File: src/rtl/clnw_pkg.sv
// Types and constants for the character LCD nibble writer.
// No dependencies; used by the top level and its checker.
package clnw_pkg;

  typedef logic [2:0] func_t;
  typedef logic [1:0] row_t;
  typedef logic [5:0] column_t;

  localparam func_t FUNC_CMD         = 3'd0;
  localparam func_t FUNC_DATA        = 3'd1;
  localparam func_t FUNC_DATA_AT_POS = 3'd2;
  localparam func_t FUNC_NUM         = 3'd3;
  localparam func_t FUNC_NUM_AT_POS  = 3'd4;

  localparam row_t ROW_FIRST  = 2'd1;
  localparam row_t ROW_SECOND = 2'd2;

  localparam logic [7:0] CURSOR_BASE_ROW1 = 8'h80;
  localparam logic [7:0] CURSOR_BASE_ROW2 = 8'hC0;
  localparam logic [7:0] ASCII_ZERO       = 8'h30;

  // floor(n / 10) == (n * DIV10_RECIP) >> DIV10_SHIFT for every 32-bit n
  localparam logic [31:0] DIV10_RECIP = 32'hCCCC_CCCD;
  localparam int          DIV10_SHIFT = 35;

  localparam logic RS_CMD  = 1'b0;
  localparam logic RS_DATA = 1'b1;

endpackage

File: src/rtl/char_lcd_nibble_writer.sv
// Character LCD 4-bit write controller: bytes, cursor moves and decimal numbers.
// Depends on clnw_pkg.
// A byte request is accepted, then its first nibble is registered into the output; a number
//   has each digit made in the shared divide-by-ten unit (multiply, then
//   remainder) before its first nibble.
// Throughput: one nibble per cycle while the sink is ready; s_axis_tready returns as
//   soon as the final nibble sits in the output register (up to 22 nibbles per word).
// Reset: synchronous, active high; clears the sequencer and output valid.
module char_lcd_nibble_writer #(
  parameter int MAX_DIGITS = 10
) (
  input  logic        clk,
  input  logic        rst,
  input  logic        s_axis_tvalid,
  output logic        s_axis_tready,
  input  logic [39:0] s_axis_tdata,  // value[31:0], row[33:32], column[39:34]
  input  clnw_pkg::func_t s_axis_tuser,  // func[2:0]
  output logic        m_axis_tvalid,
  input  logic        m_axis_tready,
  output logic [7:0]  m_axis_tdata,  // nibble[3:0], zero[7:4]
  output logic        m_axis_tuser,  // reg_select[0]
  output logic        m_axis_tlast
);
  import clnw_pkg::*;

  localparam int CNT_W = $clog2(MAX_DIGITS + 1);
  localparam int IDX_W = (MAX_DIGITS > 1) ? $clog2(MAX_DIGITS) : 1;

  localparam logic [1:0] S_IDLE = 2'd0;
  localparam logic [1:0] S_MUL  = 2'd1;
  localparam logic [1:0] S_DIV  = 2'd2;
  localparam logic [1:0] S_EMIT = 2'd3;

  logic [1:0]       state;
  logic [7:0]       byte_val;
  logic             byte_rs;
  row_t             row;
  column_t          column;
  logic [31:0]      num;
  logic [28:0]      quo;
  logic [3:0]       digits [MAX_DIGITS];
  logic [CNT_W-1:0] cnt;
  logic             hi_phase;
  logic             cursor_pend;
  logic             numeric;
  logic [3:0]       nib;
  logic             rs;
  logic             last;

  logic [63:0]      mul_full;
  logic [32:0]      quo_x10;
  logic [31:0]      rem_full;
  logic [CNT_W-1:0] cnt_m1;
  logic [IDX_W-1:0] digit_idx;
  logic [7:0]       cursor_byte;
  logic [7:0]       cur_byte;
  logic             cur_rs;
  logic             cur_last;
  logic             out_free;
  logic             in_fire;
  func_t            in_func;
  row_t             in_row;

  assign in_func = s_axis_tuser;
  assign in_row  = s_axis_tdata[33:32];
  assign in_fire = s_axis_tvalid && s_axis_tready;
  assign s_axis_tready = (state == S_IDLE);
  assign out_free = !m_axis_tvalid || m_axis_tready;

  // Shared divide-by-ten unit: reciprocal multiply, then remainder
  assign mul_full = {32'b0, num} * {32'b0, DIV10_RECIP};
  assign quo_x10  = {1'b0, quo, 3'b000} + {3'b000, quo, 1'b0};
  assign rem_full = num - quo_x10[31:0];

  assign cnt_m1    = cnt - CNT_W'(1);
  assign digit_idx = cnt_m1[IDX_W-1:0];

  assign cursor_byte = ((row == ROW_FIRST) ? CURSOR_BASE_ROW1 : CURSOR_BASE_ROW2)
                       + {2'b00, column} - 8'd1;

  always_comb begin
    if (cursor_pend) begin
      cur_byte = cursor_byte;
      cur_rs   = RS_CMD;
    end else if (numeric) begin
      cur_byte = ASCII_ZERO | {4'b0000, digits[digit_idx]};
      cur_rs   = RS_DATA;
    end else begin
      cur_byte = byte_val;
      cur_rs   = byte_rs;
    end
    cur_last = !hi_phase && !cursor_pend && (!numeric || cnt == CNT_W'(1));
  end

  always_ff @(posedge clk) begin
    if (rst) begin
      state         <= S_IDLE;
      m_axis_tvalid <= 1'b0;
    end else begin
      if (state == S_EMIT && out_free) begin
        m_axis_tvalid <= 1'b1;
      end else if (m_axis_tready) begin
        m_axis_tvalid <= 1'b0;
      end
      case (state)
        S_IDLE: begin
          if (in_fire && in_func <= FUNC_NUM_AT_POS) begin
            numeric     <= (in_func == FUNC_NUM) || (in_func == FUNC_NUM_AT_POS);
            cursor_pend <= ((in_func == FUNC_DATA_AT_POS) || (in_func == FUNC_NUM_AT_POS))
                           && ((in_row == ROW_FIRST) || (in_row == ROW_SECOND));
            byte_rs     <= (in_func == FUNC_CMD) ? RS_CMD : RS_DATA;
            byte_val    <= s_axis_tdata[7:0];
            num         <= s_axis_tdata[31:0];
            row         <= in_row;
            column      <= s_axis_tdata[39:34];
            hi_phase    <= 1'b1;
            cnt         <= '0;
            state       <= ((in_func == FUNC_NUM) || (in_func == FUNC_NUM_AT_POS))
                           ? S_MUL : S_EMIT;
          end
        end
        S_MUL: begin
          quo   <= mul_full[63:DIV10_SHIFT];
          state <= S_DIV;
        end
        S_DIV: begin
          digits[cnt[IDX_W-1:0]] <= rem_full[3:0];
          num <= {3'b000, quo};
          cnt <= cnt + CNT_W'(1);
          // stop on the last digit or when the digit store is full
          if (quo == '0 || cnt == CNT_W'(MAX_DIGITS - 1)) begin
            state <= S_EMIT;
          end else begin
            state <= S_MUL;
          end
        end
        S_EMIT: begin
          if (out_free) begin
            nib  <= hi_phase ? cur_byte[7:4] : cur_byte[3:0];
            rs   <= cur_rs;
            last <= cur_last;
            hi_phase <= !hi_phase;
            if (!hi_phase) begin
              if (cursor_pend) begin
                cursor_pend <= 1'b0;
              end else if (numeric) begin
                cnt <= cnt_m1;
              end
            end
            if (cur_last) begin
              state <= S_IDLE;
            end
          end
        end
        default: begin
          state <= S_IDLE;
        end
      endcase
    end
  end

  assign m_axis_tdata = {4'b0000, nib};
  assign m_axis_tuser = rs;
  assign m_axis_tlast = last;

endmodule

File: config.mk
export PLATFORM = sky130hd
export DESIGN_NAME = char_lcd_nibble_writer
export DESIGN_NICKNAME = d
export VERILOG_FILES = /design/src/rtl/clnw_pkg.sv /design/src/rtl/char_lcd_nibble_writer.sv
export SDC_FILE = /design/constraint.sdc
export NUM_CORES = 1
export LEC_CHECK = 0
export BUFFER_PORTS_ARGS = -buffer_cell sky130_fd_sc_hd__buf_2
export CAP_MARGIN = 20
export CORE_UTILIZATION = 60
export DETAILED_ROUTE_END_ITERATION = 16
export PLACE_DENSITY = 0.77
export SYNTH_ARGS = -nofsm -noshare
export SYNTH_HDL_FRONTEND = slang
export SYNTH_SLANG_ARGS = --single-unit
File: constraint.sdc
create_clock -name clk -period 9 [get_ports clk]
set_input_delay 2.25 -clock clk [delete_from_list [all_inputs] [get_ports clk]]
set_output_delay 2.25 -clock clk [all_outputs]
set_load 0.01 [all_outputs]
# Word level (Yosys, flattened, before mapping)
# Memories as Yosys holds them, arrays and structs flattened.
# Cells that the tools add are included.
# totals
ff_bits	94
ramBits	40
inputBits	47
output_inout_bits	12
mem_count	1
# memory_table
memory	words	word_bits	rd	rd_clocked_by_memory_dff	write_ports	line_no	rtl
digits	10	4	1	0	1	char_lcd_nibble_writer.sv:41	logic [3:0] digits [MAX_DIGITS];
# op_classes
addsub	6
mul	1
order_cmp	1
n_eq_ne	17
mux	32
bitwise	1
n_reduce_logical	31
# op_table
operator	count
$mul A32 B32 Y64 const B	1
$pmux W32 S2	1
$mux W32	1
$logic_not A29 Y1	1
$mux W4	6
$mux W8	2
$mux W1	12
$pmux W4 S3	1
$reduce_and A3 Y1	4
$mux W2	5
$ne A2 B2 Y1 const B	5
$add A8 B6 Y8	1
$pmux W2 S4	1
$sub A8 B1 Y8 const B	1
$mux W7	1
$reduce_and A7 Y1	1
$eq A2 B1 Y1 const B	3
$eq A2 B2 Y1 const B	3
$eq A3 B2 Y1 const B	2
$logic_and A1 B1 Y1	6
$logic_or A1 B1 Y1	6
$reduce_bool A2 Y1	3
$reduce_and A5 Y1	1
$add A4 B1 Y4 const B	1
16 further kinds	20

# Logic depth before layout (Yosys ltp)
# logic_depth
depth_word	6
mapped_depth	25

# Worst setup path before layout
# No wires, ideal clock.
# synth_path
kind	register -> register
startpoint	register num[9]
endpoint	register quo[20], data pin
arrival_ns	6.640
setup_slack_ns	2.097
stages_incl_launch_ff	24
synth_period_minus_slack_ns	6.903
path_cell_list	edfxtp_1 ha_1 clkbuf_1 xor2_1 ha_1 a21o_1 fa_1 inv_1 fa_1 inv_1 fa_1 fa_1 fa_1 fa_1 ha_1 a211o_1 a21oi_1 o21ai_0 a221oi_4 a31oi_1 or2_4 a221o_2 a211oi_2 xnor2_1
# synth_between
elab_chain_len	1
# synth_rtl
item	line_no	rtl
start: declaration	char_lcd_nibble_writer.sv:39	logic [31:0] num;
start signal: assignment	char_lcd_nibble_writer.sv:113	num <= s_axis_tdata[31:0];
start signal: assignment	char_lcd_nibble_writer.sv:128	num <= {3'b000, quo};
$mul A32 B32 Y64	char_lcd_nibble_writer.sv:71	assign mul_full = {32'b0, num} * {32'b0, DIV10_RECIP};
via mul_full[55]	char_lcd_nibble_writer.sv:50	logic [63:0] mul_full;
end signal: assignment	char_lcd_nibble_writer.sv:123	quo <= mul_full[63:DIV10_SHIFT];
end: declaration	char_lcd_nibble_writer.sv:40	logic [28:0] quo;
# The timed path passes the listed nets, and every way through them passes these cells.
# A chain may end at the register's enable or synchronous reset.

# Worst setup path after layout
# layout_path
startpoint	register num[20]
endpoint	register quo[28], data pin
# The elaborated chain is that of the path after synthesis.

==> reports/summary.md <==
The most area-hungry cell type in the Yosys netlist is sky130_fd_sc_hd__fa_1. The met1 track utilization from global routing came out at 0.412. In this run, synthesis inferred 131 flip-flops with an integrated enable.

Max-cap violations in this run came to 0. The number of buffers and inverters on the critical path is 4. For the maximum clock frequency, the log shows 121 MHz. The share of cells above drive strength 1 was 0.0733. In the post-synthesis netlist, the biggest area contributors are sky130_fd_sc_hd__fa_1 35%, sky130_fd_sc_hd__ha_1 20%, sky130_fd_sc_hd__edfxtp_1 18%.

The initial core utilization is 0.610, and the post-synthesis cell area is 22400 µm². The peak-usage layer in the global routing report was met2. On the critical path, the stage with the largest delay is an instance of sky130_fd_sc_hd__ha_1. Most used standard cell by instance count after synthesis: sky130_fd_sc_hd__inv_1. The area share of the largest cell type after synthesis came out at 0.345. The initialized floorplan defines 70 standard-cell rows.

TritonCTS built the clock tree. For the number of global-route vias before repair, the log shows 16200. Iteration-0 DRC count of the detailed router: 1191.

The share of synthesized flip-flops with an asynchronous set or reset was 0. The hold buffer count at CTS was 0. The worst setup path is captured at a flip-flop. The area of the core region came out at 36700 µm². The slew at the pin closest to its max-slew limit works out to 0.988 ns. The sequential area share after synthesis was 0.178. The maximum cell stage delay along the critical path is 0.66 ns, and the number of distinct library cells after synthesis is 65. The period utilization is 0.916, and the total I/O pin count is 59. The count of nets left with antenna violations once routing finished came out at 0. The pre-antenna-repair detailed-routing pass consisted of 5 iterations. The final worst clock skew was 0.00698 ns; the floorplan die area was 38100 µm².

Setup repair after global routing left no endpoint under its margin. The die is 195 µm tall. The cell seen most often among critical-path stages was sky130_fd_sc_hd__fa_1. Dividing the detail-routed wire length by the instance count gives 23.5 µm. The met2 track demand over resource was 0.551; the layout-stage area growth over the synthesis result was 6.19%. The met3 track utilization from global routing is 0.0724, and the post-layout minimum cycle time is 8.25 ns. The category of cells accounting for the largest share of critical-path delay is adder cells. Post-placement cell area: 23200 µm².

Count of state elements after synthesis: 134. The initial antenna violation count is 0, and the number of sinks driven by the clock tree is 134. For this block, the via count after detailed routing is 14800.

The sum of overflow across all layers after global routing was 0. The signal on the critical path passes through ha_1, inv_1, fa_1, inv_1, fa_1, inv_1, fa_1, inv_1, fa_1, fa_1, fa_1, fa_1, ha_1, a21o_1, a31o_2, a221oi_4, a31oi_1, o211ai_1, nand4b_1, a2111o_1, o211a_1. For the worst-skew pair, the clock arrives at the later sink with an insertion delay of 0.43 ns. In the synthesized netlist the dominant register cell turns out to be sky130_fd_sc_hd__edfxtp_1. In the synthesized netlist, the cells that appear most often are 563 x sky130_fd_sc_hd__inv_1, 386 x sky130_fd_sc_hd__fa_1, 360 x sky130_fd_sc_hd__ha_1, 131 x sky130_fd_sc_hd__edfxtp_1, 61 x sky130_fd_sc_hd__a21oi_1. Along the worst path, the maximum fanout reaches 6. The tools report the global-route wire length before repair as 92400 µm. The number of buffers on the longest clock path is 2, and the instance count of the mapped netlist is 2033. Entering global routing, the biggest net connects 44 pins. The number of nets in the layout is 2880.

After detailed routing, the number of remaining DRC violations is 0. The number of warnings printed during yosys synthesis was 0. STA puts the critical path data arrival time at 8.43 ns.

The combined global-route utilization of all metal layers came out at 0.335. The critical path is of the flip-flop to flip-flop type. The count of final setup violators was 0; the number of cells upsized or downsized after cts was 0. The final-report max-slew violation count is 0, and the post-detailed-routing wire length is 60500 µm. Once the clock tree was built, the setup fixing pass inserted 0 buffers.

The filler cell count came out at 2887. Kind of start point of the critical path: a flip-flop. The clock-pin transition on the worst setup and hold timing paths works out to 0.06 ns.

Number of vias per cell: 5.77. The number of clock buffers added by TritonCTS is 17. The width of the die is 195 µm.

The run gives 0.340 as the normalized max-slew margin. The number of H-tree levels was 4. The hold violation count in the final report was 0; the count of buffers inserted at the top-level ports was 54.

The worst hold path belongs to the class flip-flop to flip-flop. The mean post-synth cell area was 11.0 µm²; the final non-filler cell area was 23800 µm². In this run the clock root is driven by a sky130_fd_sc_hd__clkbuf_16. The logs give 9.18 ns for the data required time at the worst endpoint and 1.05 for the final RePlAce weighted congestion.

The final-layout setup total negative slack came out at 0 ns. The number of antenna diodes in the final layout is 0. The run finished with clean final reports.

The wire-length estimate of the detail-placed layout is 53100 µm.
[metal layers]
metal	up-vias	share of wire
li1	6611	-
met1	7459	0.38
met2	589	0.48
met3	165	0.076
met4	0	0.062
met5	-	0
[logic make-up after synthesis]
logic type,share of synthesized area
adder cells (fa/ha/maj),0.547
buffers and inverters,0.101
AO/OA/AOI/OAI,0.0656
AND/OR/NAND/NOR,0.0476
flip-flops,0.178
XOR/XNOR,0.0337
multiplexers,0.0272
other,0.000168
[metrics by stage]
step,utilization,setup slack (ns),instances,hold slack [ns]
floorplan,-,2.10,2036,0.508
global placement,0.632,0.997,2536,0.524
detailed placement,0.632,0.942,2536,0.531
CTS,0.648,0.889,2568,0.540
global route,0.648,0.554,2568,0.589
finish,0.648,0.755,2568,0.541
[layout by cell type (no fill, tap or decap), types with 5 or more instances in the layout]
cell / instances
sky130_fd_sc_hd__a211oi_1: 17
sky130_fd_sc_hd__a21o_1: 52
sky130_fd_sc_hd__a21oi_1: 61
sky130_fd_sc_hd__a31oi_1: 11
sky130_fd_sc_hd__and2_1: 15
sky130_fd_sc_hd__and3_1: 11
sky130_fd_sc_hd__buf_2: 54
sky130_fd_sc_hd__buf_4: 12
sky130_fd_sc_hd__clkbuf_16: 17
sky130_fd_sc_hd__edfxtp_1: 131
sky130_fd_sc_hd__fa_1: 386
sky130_fd_sc_hd__ha_1: 359
sky130_fd_sc_hd__inv_1: 563
sky130_fd_sc_hd__inv_6: 5
sky130_fd_sc_hd__inv_8: 5
sky130_fd_sc_hd__mux2_2: 30
sky130_fd_sc_hd__mux2i_1: 9
sky130_fd_sc_hd__mux4_2: 8
sky130_fd_sc_hd__nand2_1: 46
sky130_fd_sc_hd__nand2b_1: 8
sky130_fd_sc_hd__nand3_1: 11
sky130_fd_sc_hd__nand4_1: 8
sky130_fd_sc_hd__nor2_1: 46
sky130_fd_sc_hd__nor2b_1: 9
sky130_fd_sc_hd__nor3_1: 14
sky130_fd_sc_hd__nor3b_1: 6
sky130_fd_sc_hd__nor4_1: 11
sky130_fd_sc_hd__o21ai_0: 24
sky130_fd_sc_hd__o21bai_1: 5
sky130_fd_sc_hd__o31ai_1: 5
sky130_fd_sc_hd__xnor2_1: 43
sky130_fd_sc_hd__xor2_1: 43
[tightest hold or removal path, delay by kind of cell (launching register included)]
kind	cells	cell delay (ns)
compound gates	1	0.05
simple gates	1	0.11
flops	1	0.34
[sequential cells by signal (all words and copies together) (netlist names), 2 cells and up]
register  cells
byte_val      8
digits       40
nib           4
state         2
cnt           4
num          32
row           2
column        6
quo          29
[path summary, 6_finish.rpt]
kind	start	end	slack, ns	cells after the start
min	state[0]	state[0]	0.54	2
min reg2reg	state[0]	state[0]	0.54	2
max	num[20]	quo[28]	0.75	21
max reg2reg	num[20]	quo[28]	0.75	21
[area by class of cell]
| class | instances | area [µm²] | area share |
|---|---|---|---|
| Clock inverter | 15 | 134 | 0.00563 |
| Inverter | 563 | 2110 | 0.0889 |
| Tap cell | 468 | 586 | 0.0246 |
| Multi-Input combinational cell | 1305 | 16200 | 0.680 |
| Timing Repair Buffer | 66 | 360 | 0.0152 |
| Clock buffer | 17 | 425 | 0.0179 |
| Sequential cell | 134 | 3990 | 0.168 |
Power is not shown: default switching activity piles up to over one toggle a cycle in this logic, so the estimate is an artifact.
